### config.mk
export PLATFORM = sky130hd
export DESIGN_NAME = sorted_free_list_heap_allocator
export DESIGN_NICKNAME = d
export VERILOG_FILES = /design/src/design/sfla_pkg.sv /design/src/design/sfla_ctrl.sv /design/src/design/sfla_dp.sv /design/src/design/sorted_free_list_heap_allocator.sv
export SDC_FILE = /design/constraint.sdc
export NUM_CORES = 2
export LEC_CHECK = 0
export BUFFER_PORTS_ARGS = -buffer_cell sky130_fd_sc_hd__buf_2
export CORE_MARGIN = 1.5
export CORE_UTILIZATION = 45
export CTS_CLUSTER_SIZE = 16
export DETAILED_ROUTE_END_ITERATION = 16
export PLACE_DENSITY_LB_ADDON = 0.08
export RECOVER_POWER = 50
export SKIP_LAST_GASP = 1
export SYNTH_ARGS = -nofsm -noshare
export SYNTH_HDL_FRONTEND = slang
export SYNTH_HIERARCHICAL = 1
export SYNTH_SLANG_ARGS = --single-unit
### constraint.sdc
create_clock -name clk -period 16.8 [get_ports clk]
set_clock_uncertainty 0.1 [all_clocks]
set_input_delay 2.52 -clock clk [delete_from_list [all_inputs] [get_ports clk]]
set_output_delay 2.52 -clock clk [all_outputs]
set_load 0.01 [all_outputs]
### src/design/sfla_pkg.sv
// ----------------------------------------------------------------------------
// sfla_pkg
// Shared types and constants of the sorted free-list heap allocator.
// ----------------------------------------------------------------------------
package sfla_pkg;

  localparam int LEN_W    = 37;  // chunk length and byte count width
  localparam int SIZE_W   = 38;  // aligned request size width
  localparam int GROW_W   = 39;  // heap top after a grant
  localparam int NEED_W   = 40;  // heap top rounded to the growth step
  localparam int OUT_AW   = 48;  // address width on the ports
  localparam int CFG_W    = 48;  // widest configuration register
  localparam int CFG_IW   = 2;

  localparam int HEADER_BYTES       = 16;
  localparam int INITIAL_AREA_BYTES = 262144;

  localparam logic [47:0] HEAP_BASE_RST  = 48'h10_0000_0000;
  localparam logic [36:0] HEAP_LIMIT_RST = 37'h10_0000_0000;
  localparam logic [3:0]  ALIGN_RST      = 4'd4;
  localparam logic [4:0]  INC_RST        = 5'd16;

  localparam logic [CFG_IW-1:0] REG_HEAP_BASE  = 2'd0;
  localparam logic [CFG_IW-1:0] REG_HEAP_LIMIT = 2'd1;
  localparam logic [CFG_IW-1:0] REG_ALIGN      = 2'd2;
  localparam logic [CFG_IW-1:0] REG_INCREMENT  = 2'd3;

  typedef enum logic [1:0] {
    ST_OK         = 2'd0,
    ST_NO_MEM     = 2'd1,
    ST_TABLE_FULL = 2'd2
  } reply_code_t;

  typedef enum logic [2:0] {
    S_IDLE,
    S_SCAN,
    S_DECIDE,
    S_REMOVE,
    S_INSERT,
    S_GROW,
    S_DONE
  } state_t;

  typedef enum logic [2:0] {
    OP_NONE,
    OP_LOAD,
    OP_SCAN,
    OP_DECIDE,
    OP_REMOVE,
    OP_INSERT,
    OP_GROW,
    OP_DELIVER
  } op_t;

  typedef struct packed {
    logic scan_hit;
    logic scan_miss;
    logic need_remove;
    logic need_insert;
    logic need_grow;
    logic ins_planned;
    logic rm_done;
    logic ins_done;
  } stat_t;

endpackage

### src/design/sfla_ctrl.sv
// ----------------------------------------------------------------------------
// sfla_ctrl
// Request sequencer: scan, decide, remove, insert, grow and result handoff.
// ----------------------------------------------------------------------------
module sfla_ctrl (
  input  logic             clk,
  input  logic             rst_n,
  input  logic             in_valid,
  output logic             in_ready,
  output logic             out_valid,
  input  logic             out_ready,
  input  sfla_pkg::stat_t  stat,
  output sfla_pkg::op_t    op
);

  sfla_pkg::state_t state_r, state_nxt;
  logic             out_valid_r, out_valid_nxt;
  logic             deliver;

  assign deliver = (state_r == sfla_pkg::S_DONE) && (!out_valid_r || out_ready);

  always_comb begin
    state_nxt = state_r;
    case (state_r)
      sfla_pkg::S_IDLE: begin
        if (in_valid) state_nxt = sfla_pkg::S_SCAN;
      end
      sfla_pkg::S_SCAN: begin
        if (stat.scan_hit || stat.scan_miss) state_nxt = sfla_pkg::S_DECIDE;
      end
      sfla_pkg::S_DECIDE: begin
        if (stat.need_remove)      state_nxt = sfla_pkg::S_REMOVE;
        else if (stat.need_insert) state_nxt = sfla_pkg::S_INSERT;
        else if (stat.need_grow)   state_nxt = sfla_pkg::S_GROW;
        else                       state_nxt = sfla_pkg::S_DONE;
      end
      sfla_pkg::S_REMOVE: begin
        if (stat.rm_done) begin
          state_nxt = stat.ins_planned ? sfla_pkg::S_INSERT : sfla_pkg::S_DONE;
        end
      end
      sfla_pkg::S_INSERT: begin
        if (stat.ins_done) state_nxt = sfla_pkg::S_DONE;
      end
      sfla_pkg::S_GROW: begin
        state_nxt = sfla_pkg::S_DONE;
      end
      sfla_pkg::S_DONE: begin
        if (deliver) state_nxt = sfla_pkg::S_IDLE;
      end
      default: state_nxt = sfla_pkg::S_IDLE;
    endcase
  end

  always_comb begin
    op       = sfla_pkg::OP_NONE;
    in_ready = 1'b0;
    case (state_r)
      sfla_pkg::S_IDLE: begin
        in_ready = 1'b1;
        if (in_valid) op = sfla_pkg::OP_LOAD;
      end
      sfla_pkg::S_SCAN:   op = sfla_pkg::OP_SCAN;
      sfla_pkg::S_DECIDE: op = sfla_pkg::OP_DECIDE;
      sfla_pkg::S_REMOVE: op = sfla_pkg::OP_REMOVE;
      sfla_pkg::S_INSERT: op = sfla_pkg::OP_INSERT;
      sfla_pkg::S_GROW:   op = sfla_pkg::OP_GROW;
      sfla_pkg::S_DONE: begin
        if (deliver) op = sfla_pkg::OP_DELIVER;
      end
      default: op = sfla_pkg::OP_NONE;
    endcase
  end

  always_comb begin
    out_valid_nxt = out_valid_r;
    if (deliver)        out_valid_nxt = 1'b1;
    else if (out_ready) out_valid_nxt = 1'b0;
  end

  assign out_valid = out_valid_r;

  always_ff @(posedge clk) begin
    if (!rst_n) begin
      state_r     <= sfla_pkg::S_IDLE;
      out_valid_r <= 1'b0;
    end else begin
      state_r     <= state_nxt;
      out_valid_r <= out_valid_nxt;
    end
  end

endmodule

### src/design/sfla_dp.sv
// ----------------------------------------------------------------------------
// sfla_dp
// Datapath: free-chunk table memory, scan and shift counters, heap growth
// arithmetic, configuration registers and the result register.
// ----------------------------------------------------------------------------
module sfla_dp #(
  parameter int N  = 16,
  parameter int AW = 48
) (
  input  logic                              clk,
  input  logic                              rst_n,
  input  sfla_pkg::op_t                     op,
  output sfla_pkg::stat_t                   stat,
  input  logic                              in_mode,
  input  logic [sfla_pkg::LEN_W-1:0]        in_byte_count,
  input  logic [sfla_pkg::OUT_AW-1:0]       in_chunk_address,
  input  logic                              cfg_we,
  input  logic [sfla_pkg::CFG_IW-1:0]       cfg_index,
  input  logic [sfla_pkg::CFG_W-1:0]        cfg_wdata,
  output logic [sfla_pkg::OUT_AW-1:0]       out_granted_address,
  output logic [1:0]                        out_status
);

  localparam int IW = (N > 1) ? $clog2(N) : 1;
  localparam int CW = $clog2(N + 1);
  localparam int LW = sfla_pkg::LEN_W;
  localparam int SW = sfla_pkg::SIZE_W;
  localparam int GW = sfla_pkg::GROW_W;
  localparam int NW = sfla_pkg::NEED_W;

  // Table memory, sorted by ascending length.
  logic [AW-1:0] mem_start [N];
  logic [LW-1:0] mem_len   [N];
  logic [AW-1:0] rd_start_r;
  logic [LW-1:0] rd_len_r;
  logic          rd_en, wr_en;
  logic [IW-1:0] rd_addr, wr_addr;
  logic [AW-1:0] wr_start;
  logic [LW-1:0] wr_len;

  // Control registers.
  logic [CW-1:0] used_r, used_nxt;
  logic [CW-1:0] iss_r, iss_nxt;
  logic [CW-1:0] k_r, k_nxt;
  logic          pend_vld_r, pend_vld_nxt;
  logic          hit_r, hit_nxt;
  logic          ins_plan_r, ins_plan_nxt;
  logic [LW-1:0] heap_used_r, heap_used_nxt;
  logic [LW-1:0] area_r, area_nxt;
  logic [47:0]   base_r, base_nxt;
  logic [36:0]   limit_r, limit_nxt;
  logic [3:0]    align_r, align_nxt;
  logic [4:0]    inc_r, inc_nxt;

  // Payload registers.
  logic [IW-1:0]         pend_idx_r, pend_idx_nxt;
  logic [IW-1:0]         hit_idx_r, hit_idx_nxt;
  logic [AW-1:0]         hit_start_r, hit_start_nxt;
  logic [LW-1:0]         hit_len_r, hit_len_nxt;
  logic                  mode_r, mode_nxt;
  logic [LW-1:0]         count_r, count_nxt;
  logic [AW-1:0]         ptr_r, ptr_nxt;
  logic [SW-1:0]         size_r, size_nxt;
  logic [AW-1:0]         new_start_r, new_start_nxt;
  logic [LW-1:0]         new_len_r, new_len_nxt;
  logic [GW-1:0]         grown_r, grown_nxt;
  logic [AW-1:0]         res_addr_r, res_addr_nxt;
  sfla_pkg::reply_code_t res_status_r, res_status_nxt;
  logic [sfla_pkg::OUT_AW-1:0] out_addr_r, out_addr_nxt;
  sfla_pkg::reply_code_t out_status_r, out_status_nxt;

  // Combinational helpers.
  logic [SW-1:0] amask, size_in;
  logic          issue_up, match, match_alloc, match_rel;
  logic [AW-1:0] end_of_rd, end_of_ptr;
  logic [CW-1:0] k_dec;
  logic          stop, ins_issue, ins_done, rm_done;
  logic [GW-1:0] split_lim;
  logic          split, full;
  logic [SW-1:0] msum;
  logic [LW-1:0] merged;
  logic [NW-1:0] inc_mask, needed;
  logic          over_area, over_limit;
  logic          need_insert;

  assign amask      = (SW'(1) << align_r) - SW'(1);
  assign size_in    = ({1'b0, in_byte_count} + amask) & ~amask;
  assign issue_up   = iss_r < used_r;
  assign k_dec      = k_r - CW'(1);
  assign match_alloc = {1'b0, rd_len_r} >= size_r;
  assign end_of_rd  = rd_start_r + AW'(rd_len_r);
  assign end_of_ptr = ptr_r + AW'(count_r);
  assign match_rel  = (end_of_rd == ptr_r) || (end_of_ptr == rd_start_r);
  assign match      = mode_r ? match_rel : match_alloc;
  // Insert walks down from the top; it stops at the first shorter entry.
  assign stop       = pend_vld_r && (rd_len_r < new_len_r);
  assign ins_issue  = (k_r != '0) && !stop;
  assign ins_done   = stop || (!pend_vld_r && (k_r == '0));
  assign rm_done    = !pend_vld_r && !issue_up;
  assign split_lim  = {1'b0, size_r} + GW'(sfla_pkg::HEADER_BYTES);
  assign split      = {2'b00, hit_len_r} > split_lim;
  assign full       = used_r == CW'(N);
  assign msum       = {1'b0, hit_len_r} + {1'b0, count_r};
  assign merged     = msum[SW-1] ? '1 : msum[LW-1:0];
  assign inc_mask   = (NW'(1) << inc_r) - NW'(1);
  assign needed     = ({1'b0, grown_r} + inc_mask) & ~inc_mask;
  assign over_area  = needed > NW'(area_r);
  assign over_limit = needed > NW'(limit_r);
  assign need_insert = mode_r ? (hit_r || !full) : (hit_r && split);

  always_comb begin
    stat             = '0;
    stat.scan_hit    = (op == sfla_pkg::OP_SCAN) && pend_vld_r && match;
    stat.scan_miss   = (op == sfla_pkg::OP_SCAN) && !pend_vld_r && !issue_up;
    stat.need_remove = hit_r;
    stat.need_insert = need_insert;
    stat.need_grow   = !mode_r && !hit_r;
    stat.ins_planned = ins_plan_r;
    stat.rm_done     = rm_done;
    stat.ins_done    = ins_done;
  end

  // Memory port control.
  always_comb begin
    rd_en    = 1'b0;
    rd_addr  = iss_r[IW-1:0];
    wr_en    = 1'b0;
    wr_addr  = pend_idx_r;
    wr_start = rd_start_r;
    wr_len   = rd_len_r;
    case (op)
      sfla_pkg::OP_SCAN: begin
        rd_en = issue_up;
      end
      sfla_pkg::OP_REMOVE: begin
        rd_en   = issue_up;
        wr_en   = pend_vld_r;
        wr_addr = pend_idx_r - IW'(1);
      end
      sfla_pkg::OP_INSERT: begin
        rd_en   = ins_issue;
        rd_addr = k_dec[IW-1:0];
        if (pend_vld_r) begin
          wr_en   = 1'b1;
          wr_addr = pend_idx_r + IW'(1);
          if (stop) begin
            wr_start = new_start_r;
            wr_len   = new_len_r;
          end
        end else if (k_r == '0) begin
          wr_en    = 1'b1;
          wr_addr  = '0;
          wr_start = new_start_r;
          wr_len   = new_len_r;
        end
      end
      default: rd_en = 1'b0;
    endcase
  end

  always_ff @(posedge clk) begin
    if (wr_en) begin
      mem_start[wr_addr] <= wr_start;
      mem_len[wr_addr]   <= wr_len;
    end
    if (rd_en) begin
      rd_start_r <= mem_start[rd_addr];
      rd_len_r   <= mem_len[rd_addr];
    end
  end

  always_comb begin
    used_nxt       = used_r;
    iss_nxt        = iss_r;
    k_nxt          = k_r;
    pend_vld_nxt   = pend_vld_r;
    pend_idx_nxt   = pend_idx_r;
    hit_nxt        = hit_r;
    ins_plan_nxt   = ins_plan_r;
    heap_used_nxt  = heap_used_r;
    area_nxt       = area_r;
    hit_idx_nxt    = hit_idx_r;
    hit_start_nxt  = hit_start_r;
    hit_len_nxt    = hit_len_r;
    mode_nxt       = mode_r;
    count_nxt      = count_r;
    ptr_nxt        = ptr_r;
    size_nxt       = size_r;
    new_start_nxt  = new_start_r;
    new_len_nxt    = new_len_r;
    grown_nxt      = grown_r;
    res_addr_nxt   = res_addr_r;
    res_status_nxt = res_status_r;
    out_addr_nxt   = out_addr_r;
    out_status_nxt = out_status_r;
    case (op)
      sfla_pkg::OP_LOAD: begin
        mode_nxt     = in_mode;
        count_nxt    = in_byte_count;
        ptr_nxt      = AW'(in_chunk_address);
        size_nxt     = size_in;
        iss_nxt      = '0;
        pend_vld_nxt = 1'b0;
        hit_nxt      = 1'b0;
      end
      sfla_pkg::OP_SCAN: begin
        iss_nxt      = iss_r + CW'(issue_up);
        pend_vld_nxt = issue_up;
        pend_idx_nxt = iss_r[IW-1:0];
        if (pend_vld_r && match) begin
          hit_nxt       = 1'b1;
          hit_idx_nxt   = pend_idx_r;
          hit_start_nxt = rd_start_r;
          hit_len_nxt   = rd_len_r;
        end
      end
      sfla_pkg::OP_DECIDE: begin
        ins_plan_nxt = need_insert;
        iss_nxt      = CW'(hit_idx_r) + CW'(1);
        pend_vld_nxt = 1'b0;
        k_nxt        = used_r - CW'(hit_r);
        grown_nxt    = GW'(heap_used_r) + GW'(size_r);
        res_addr_nxt   = '0;
        res_status_nxt = sfla_pkg::ST_OK;
        if (!mode_r) begin
          res_addr_nxt  = hit_start_r;
          new_start_nxt = hit_start_r + AW'(size_r);
          new_len_nxt   = hit_len_r - size_r[LW-1:0];
        end else if (hit_r) begin
          new_start_nxt = (hit_start_r < ptr_r) ? hit_start_r : ptr_r;
          new_len_nxt   = merged;
        end else begin
          new_start_nxt = ptr_r;
          new_len_nxt   = count_r;
          if (full) res_status_nxt = sfla_pkg::ST_TABLE_FULL;
        end
      end
      sfla_pkg::OP_REMOVE: begin
        iss_nxt      = iss_r + CW'(issue_up);
        pend_vld_nxt = issue_up;
        pend_idx_nxt = iss_r[IW-1:0];
        if (rm_done) used_nxt = used_r - CW'(1);
      end
      sfla_pkg::OP_INSERT: begin
        pend_vld_nxt = ins_issue;
        pend_idx_nxt = k_dec[IW-1:0];
        if (ins_issue) k_nxt = k_dec;
        if (ins_done) used_nxt = used_r + CW'(1);
      end
      sfla_pkg::OP_GROW: begin
        if (over_area && over_limit) begin
          res_addr_nxt   = '0;
          res_status_nxt = sfla_pkg::ST_NO_MEM;
        end else begin
          if (over_area) area_nxt = needed[LW-1:0];
          res_addr_nxt   = AW'(base_r) + AW'(heap_used_r);
          res_status_nxt = sfla_pkg::ST_OK;
          heap_used_nxt  = grown_r[LW-1:0];
        end
      end
      sfla_pkg::OP_DELIVER: begin
        out_addr_nxt   = sfla_pkg::OUT_AW'(res_addr_r);
        out_status_nxt = res_status_r;
      end
      default: used_nxt = used_r;
    endcase
  end

  always_comb begin
    base_nxt  = base_r;
    limit_nxt = limit_r;
    align_nxt = align_r;
    inc_nxt   = inc_r;
    if (cfg_we) begin
      case (cfg_index)
        sfla_pkg::REG_HEAP_BASE:  base_nxt  = cfg_wdata[47:0];
        sfla_pkg::REG_HEAP_LIMIT: limit_nxt = cfg_wdata[36:0];
        sfla_pkg::REG_ALIGN:      align_nxt = cfg_wdata[3:0];
        sfla_pkg::REG_INCREMENT:  inc_nxt   = cfg_wdata[4:0];
        default:                  base_nxt  = base_r;
      endcase
    end
  end

  always_ff @(posedge clk) begin
    if (!rst_n) begin
      used_r      <= '0;
      iss_r       <= '0;
      k_r         <= '0;
      pend_vld_r  <= 1'b0;
      hit_r       <= 1'b0;
      ins_plan_r  <= 1'b0;
      heap_used_r <= '0;
      area_r      <= LW'(sfla_pkg::INITIAL_AREA_BYTES);
      base_r      <= sfla_pkg::HEAP_BASE_RST;
      limit_r     <= sfla_pkg::HEAP_LIMIT_RST;
      align_r     <= sfla_pkg::ALIGN_RST;
      inc_r       <= sfla_pkg::INC_RST;
    end else begin
      used_r      <= used_nxt;
      iss_r       <= iss_nxt;
      k_r         <= k_nxt;
      pend_vld_r  <= pend_vld_nxt;
      hit_r       <= hit_nxt;
      ins_plan_r  <= ins_plan_nxt;
      heap_used_r <= heap_used_nxt;
      area_r      <= area_nxt;
      base_r      <= base_nxt;
      limit_r     <= limit_nxt;
      align_r     <= align_nxt;
      inc_r       <= inc_nxt;
    end
  end

  always_ff @(posedge clk) begin
    pend_idx_r   <= pend_idx_nxt;
    hit_idx_r    <= hit_idx_nxt;
    hit_start_r  <= hit_start_nxt;
    hit_len_r    <= hit_len_nxt;
    mode_r       <= mode_nxt;
    count_r      <= count_nxt;
    ptr_r        <= ptr_nxt;
    size_r       <= size_nxt;
    new_start_r  <= new_start_nxt;
    new_len_r    <= new_len_nxt;
    grown_r      <= grown_nxt;
    res_addr_r   <= res_addr_nxt;
    res_status_r <= res_status_nxt;
    out_addr_r   <= out_addr_nxt;
    out_status_r <= out_status_nxt;
  end

  assign out_granted_address = out_addr_r;
  assign out_status          = out_status_r;

endmodule

### src/design/sorted_free_list_heap_allocator.sv
// ----------------------------------------------------------------------------
// sorted_free_list_heap_allocator
// Best-fit heap allocator with a size-sorted free-chunk table and coalescing.
// ----------------------------------------------------------------------------
// Requests arrive on the in_ channel (valid/ready): in_mode 0 allocates
// in_byte_count bytes, in_mode 1 releases the chunk at in_chunk_address.
// Every request yields exactly one result on the out_ channel: the granted
// address and a status (ok, out of memory, free table full).
// One request is worked on at a time. From acceptance to result a request
// passes a scan of the table through its single read port (one entry per
// cycle), a removal that shifts the entries above the chosen one down, and a
// sorted insert that shifts larger entries up, each one entry per cycle.
// A finished result sits in an output register; the next request is taken
// while it waits, and is held before its own handoff until out_ready frees
// the register. Configuration writes on cfg_ take effect at once; the user
// must make them only while the block is idle; the block does not enforce it.
// Reset (rst_n low, synchronous) empties the table, clears the heap top and
// restores the configuration registers; the table memory is not cleared.
// ----------------------------------------------------------------------------
module sorted_free_list_heap_allocator #(
  parameter int FREE_ENTRIES = 16,
  parameter int ADDRESS_BITS = 48
) (
  input  logic                        clk,
  input  logic                        rst_n,
  input  logic                        in_valid,
  output logic                        in_ready,
  input  logic                        in_mode,
  input  logic [36:0]                 in_byte_count,
  input  logic [47:0]                 in_chunk_address,
  output logic                        out_valid,
  input  logic                        out_ready,
  output logic [47:0]                 out_granted_address,
  output logic [1:0]                  out_status,
  input  logic                        cfg_we,
  input  logic [1:0]                  cfg_index,
  input  logic [47:0]                 cfg_wdata
);

  sfla_pkg::op_t   op;
  sfla_pkg::stat_t stat;

  sfla_ctrl u_ctrl (
    .clk       (clk),
    .rst_n     (rst_n),
    .in_valid  (in_valid),
    .in_ready  (in_ready),
    .out_valid (out_valid),
    .out_ready (out_ready),
    .stat      (stat),
    .op        (op)
  );

  sfla_dp #(
    .N  (FREE_ENTRIES),
    .AW (ADDRESS_BITS)
  ) u_dp (
    .clk                 (clk),
    .rst_n               (rst_n),
    .op                  (op),
    .stat                (stat),
    .in_mode             (in_mode),
    .in_byte_count       (in_byte_count),
    .in_chunk_address    (in_chunk_address),
    .cfg_we              (cfg_we),
    .cfg_index           (cfg_index),
    .cfg_wdata           (cfg_wdata),
    .out_granted_address (out_granted_address),
    .out_status          (out_status)
  );

endmodule

==> flow_metrics.py <==
metrics = {
    "drt": {
        "wl_per_cell_um": 30.0,
        "first_iter_violations": 6917,
        "top_layer": "met5",
        "m1WireLength_um": 149000,
        "wl_met2_um": 168000,
        "routed-wl-met3_um": 22400,
        "via_count": 72126,
        "firstDrtPassIters": 7,
        "postRouteAntennaNets": 0,
        "drc": 0,
        "vias_per_cell": 6.11,
        "drt_wl_total_um": 354000,
    },
    "timing": {
        "fmax_mhz": 84.4,
        "rsz0062_at_grt": "no",
        "slew_violations": 1529,
        "hold_violations": 0,
        "timing.hold.ws_ns": 0.282,
        "period_needed_ns": 11.84,
        "worstMarginPinSlew_ns": 9.11,
        "period_share": 0.705,
        "relSlewSlack": -5.08,
        "finalSetupViolCount": 0,
        "setup_slack_ns": 4.96,
        "fin_setup_tns_ns": 0,
    },
    "clock_tree": {
        "cts.sink_count": 2076,
        "clock_latency_ns": 0.92,
        "ctsHoldBuffers": 0,
        "htree_levels": 4,
        "max-clock-path-buffers": 3,
        "cts_setup_buffers": 0,
        "post_cts_resize_count": 0,
        "clk_pin_slew_ns": 0.06,
        "cts_buffers": 221,
        "cts_tree": "done",
        "root_buffer": "clkbuf_16",
    },
    "cells_and_area": {
        "post_layout_nonfiller_instances": 11800,
        "layout-drive-gt1-share": 0.110,
        "final_cell_area_um2": 117000,
        "fin_nets": 9198,
        "multi_input_area_um2": 42700,
        "syn2layout_area_growth_pct": 11.1,
        "final-seq-area_um2": 60400,
        "fillers": 20344,
        "post-route-util": 0.504,
    },
    "power": {
        "power_mw": 22.7,
        "p_leak_nw": 42.2,
        "ir_worst_vdd_v": 0.000151,
        "p_per_area_nw_per_um2": 193,
    },
    "die": {
        "coreArea_um2": 233000,
        "rows": 177,
        "initial_core_util": 0.453,
        "die_area_um2": 238000,
        "die_w_um": 488,
        "pin_count": 193,
        "die_h_um": 488,
    },
    "status": {
        "violations": "max-capacitance violations, max-slew violations",
        "status": "finished, violations left",
    },
    "yosys": {
        "synth_ff_type": "edfxtp_1",
        "synth_area_um2": 106000,
        "syn_inst": 8262,
        "syn_area_per_cell_um2": 12.8,
        "synth-seq-area-share": 0.572,
        "yosys_warnings": 6,
        "yosys-top-cells-count": "edfxtp_1, nand2_1, ha_1",
        "synth_area_leaders": "edfxtp_1, mux4_2, ha_1",
        "postSynth.asyncResetShare": 0,
        "synth.most_common_cell": "edfxtp_1",
        "yosys.area.top_type": "edfxtp_1",
        "yosysTopAreaCellShare": 0.536,
        "synth_seq_cells": 2076,
        "ys_types": 106,
        "synth-edff-count": 1886,
    },
    "place": {
        "gp_congestion": 0.991,
        "post-place-ws_ns": 7.10,
        "dpl-instance-area_um2": 110000,
        "port-buffer-count": 192,
        "dp_hpwl_um": 239000,
        "dp.cells": 11377,
    },
    "critical_path": {
        "path_delay_family": "buffers and inverters",
        "crit_path_frequent_cell": "clkbuf_1",
        "worstPathArrival_ns": 12.48,
        "worstPathCellList": "clkbuf_1, and2b_1, o21ai_0, o2bb2ai_1, nor2_4, clkbuf_1, a31oi_1, a211o_1, a21oi_1",
        "cp_max_fo": 131,
        "cp-end-kind": "register",
        "path_buf_inv": 2,
        "cp_slowest_cell": "clkbuf_1",
        "critPathRequiredTime_ns": 17.43,
        "worst-setup-path-type": "input port to register",
        "critical_path.max_stage_delay_ns": 6.28,
        "cp-start-kind": "input port",
    },
    "global_route": {
        "grt_pass1_vias": 71447,
        "grt_pass1_wl_um": 504000,
        "antenna_found_initial": 17,
        "grtUsageTotal": 0.295,
        "grt_max_degree": 135,
        "overflow": 0,
    },
    "job": {
        "maxCapViolCount": 30,
    },
    "hold_path": {
        "min_path_type": "register to register",
    },
}
## worst paths after layout
| kind | end | startpoint | depth (start not counted) | slack [ns] |
|---|---|---|---|---|
| setup / recovery | u_dp/k_r[3]$_SDFFE_PN0P_ | out_ready | 9 | 4.96 |
| setup reg to reg | u_dp/mem_len[14][13]$_DFFE_PP_ | u_ctrl/state_r[0]$_SDFFE_PN0P_ | 8 | 5.79 |
| hold / removal | u_dp/out_granted_address[27]$_DFFE_PN_ | u_dp/res_addr_r[27]$_DFFE_PP_ | 0 | 0.28 |
| hold reg to reg | u_dp/out_granted_address[27]$_DFFE_PN_ | u_dp/res_addr_r[27]$_DFFE_PP_ | 0 | 0.28 |
## sequential cells by signal (all words and copies together) (netlist names), 38 cells and up
signal                    cells
u_dp/rd_start_r              48
u_dp/res_addr_r              48
u_dp/mem_start              768
u_dp/out_granted_address     48
u_dp/hit_start_r             48
u_dp/grown_r                 39
u_dp/size_r                  38
u_dp/ptr_r                   48
u_dp/new_start_r             48
u_dp/base_r                  48
u_dp/mem_len                592
## worst reg2reg max path: stages, from the launching register on
cell       delay, ns
dfxtp_1         0.62
nand2b_1        0.19
o2bb2ai_1       1.29
nor2b_1         0.51
and2_0          0.92
a221o_1         0.45
nand2b_1        0.23
nor2_4          0.14
clkbuf_1        5.66
## power breakdown
group | internal [mW] | total, mW | switching, mW
clock | 2.82 | 4.97 | 2.15
combinational | 3.46 | 9.57 | 6.11
sequential | 7.22 | 8.15 | 0.924
## layer usage
metal,vias up,global-route usage
li1,32118,-
met1,36987,0.396
met2,2469,0.482
met3,546,0.0410
met4,6,0.119
met5,-,0
## kinds of logic (layout without fill, tap and decap cells)
kind of cell,Yosys count,count (layout),synth area share
AOI/OAI and AO/OA,1858,1858,0.115
other,1,21,0.0000355
buffers and inverters,670,1056,0.0259
adders and majority gates,589,589,0.0705
DFF,2076,2076,0.572
xor gates and xnor gates,389,389,0.0323
muxes,510,510,0.0892
and+or+nand+nor,2169,2169,0.0950
## area by class of cell
cell class | count | share of cell area
clock buffer | 265 | 0.0492
tap | 3132 | 0.0334
inverter | 327 | 0.0105
sequential | 2076 | 0.515
antenna | 8 | 0.000171
clock inverter | 150 | 0.0138
multi-input combinational | 5528 | 0.364
timing repair buffer | 314 | 0.0138
## layout by cell type (no fill, tap or decap), drive strengths merged, types with 56 or more instances in the layout
cell type	synthesis	layout
and3	135	135
o21ai	393	393
nor2b	77	77
a221o	60	60
inv	326	329
xor2	146	146
nand3	108	108
ha	579	579
clkbuf	223	405
mux4	340	340
nor2	512	512
nand2	861	861
a211oi	56	56
xnor2	243	243
o21a	69	69
nand4	104	104
a21o	233	233
nand2b	80	80
a21oi	494	494
edfxtp	1886	1886
buf	120	174
mux2i	119	119
nor3	103	103
dfxtp	190	190
a22oi	57	57
a31oi	143	143
clkinv	1	109
(Power assumes the default switching activity.)
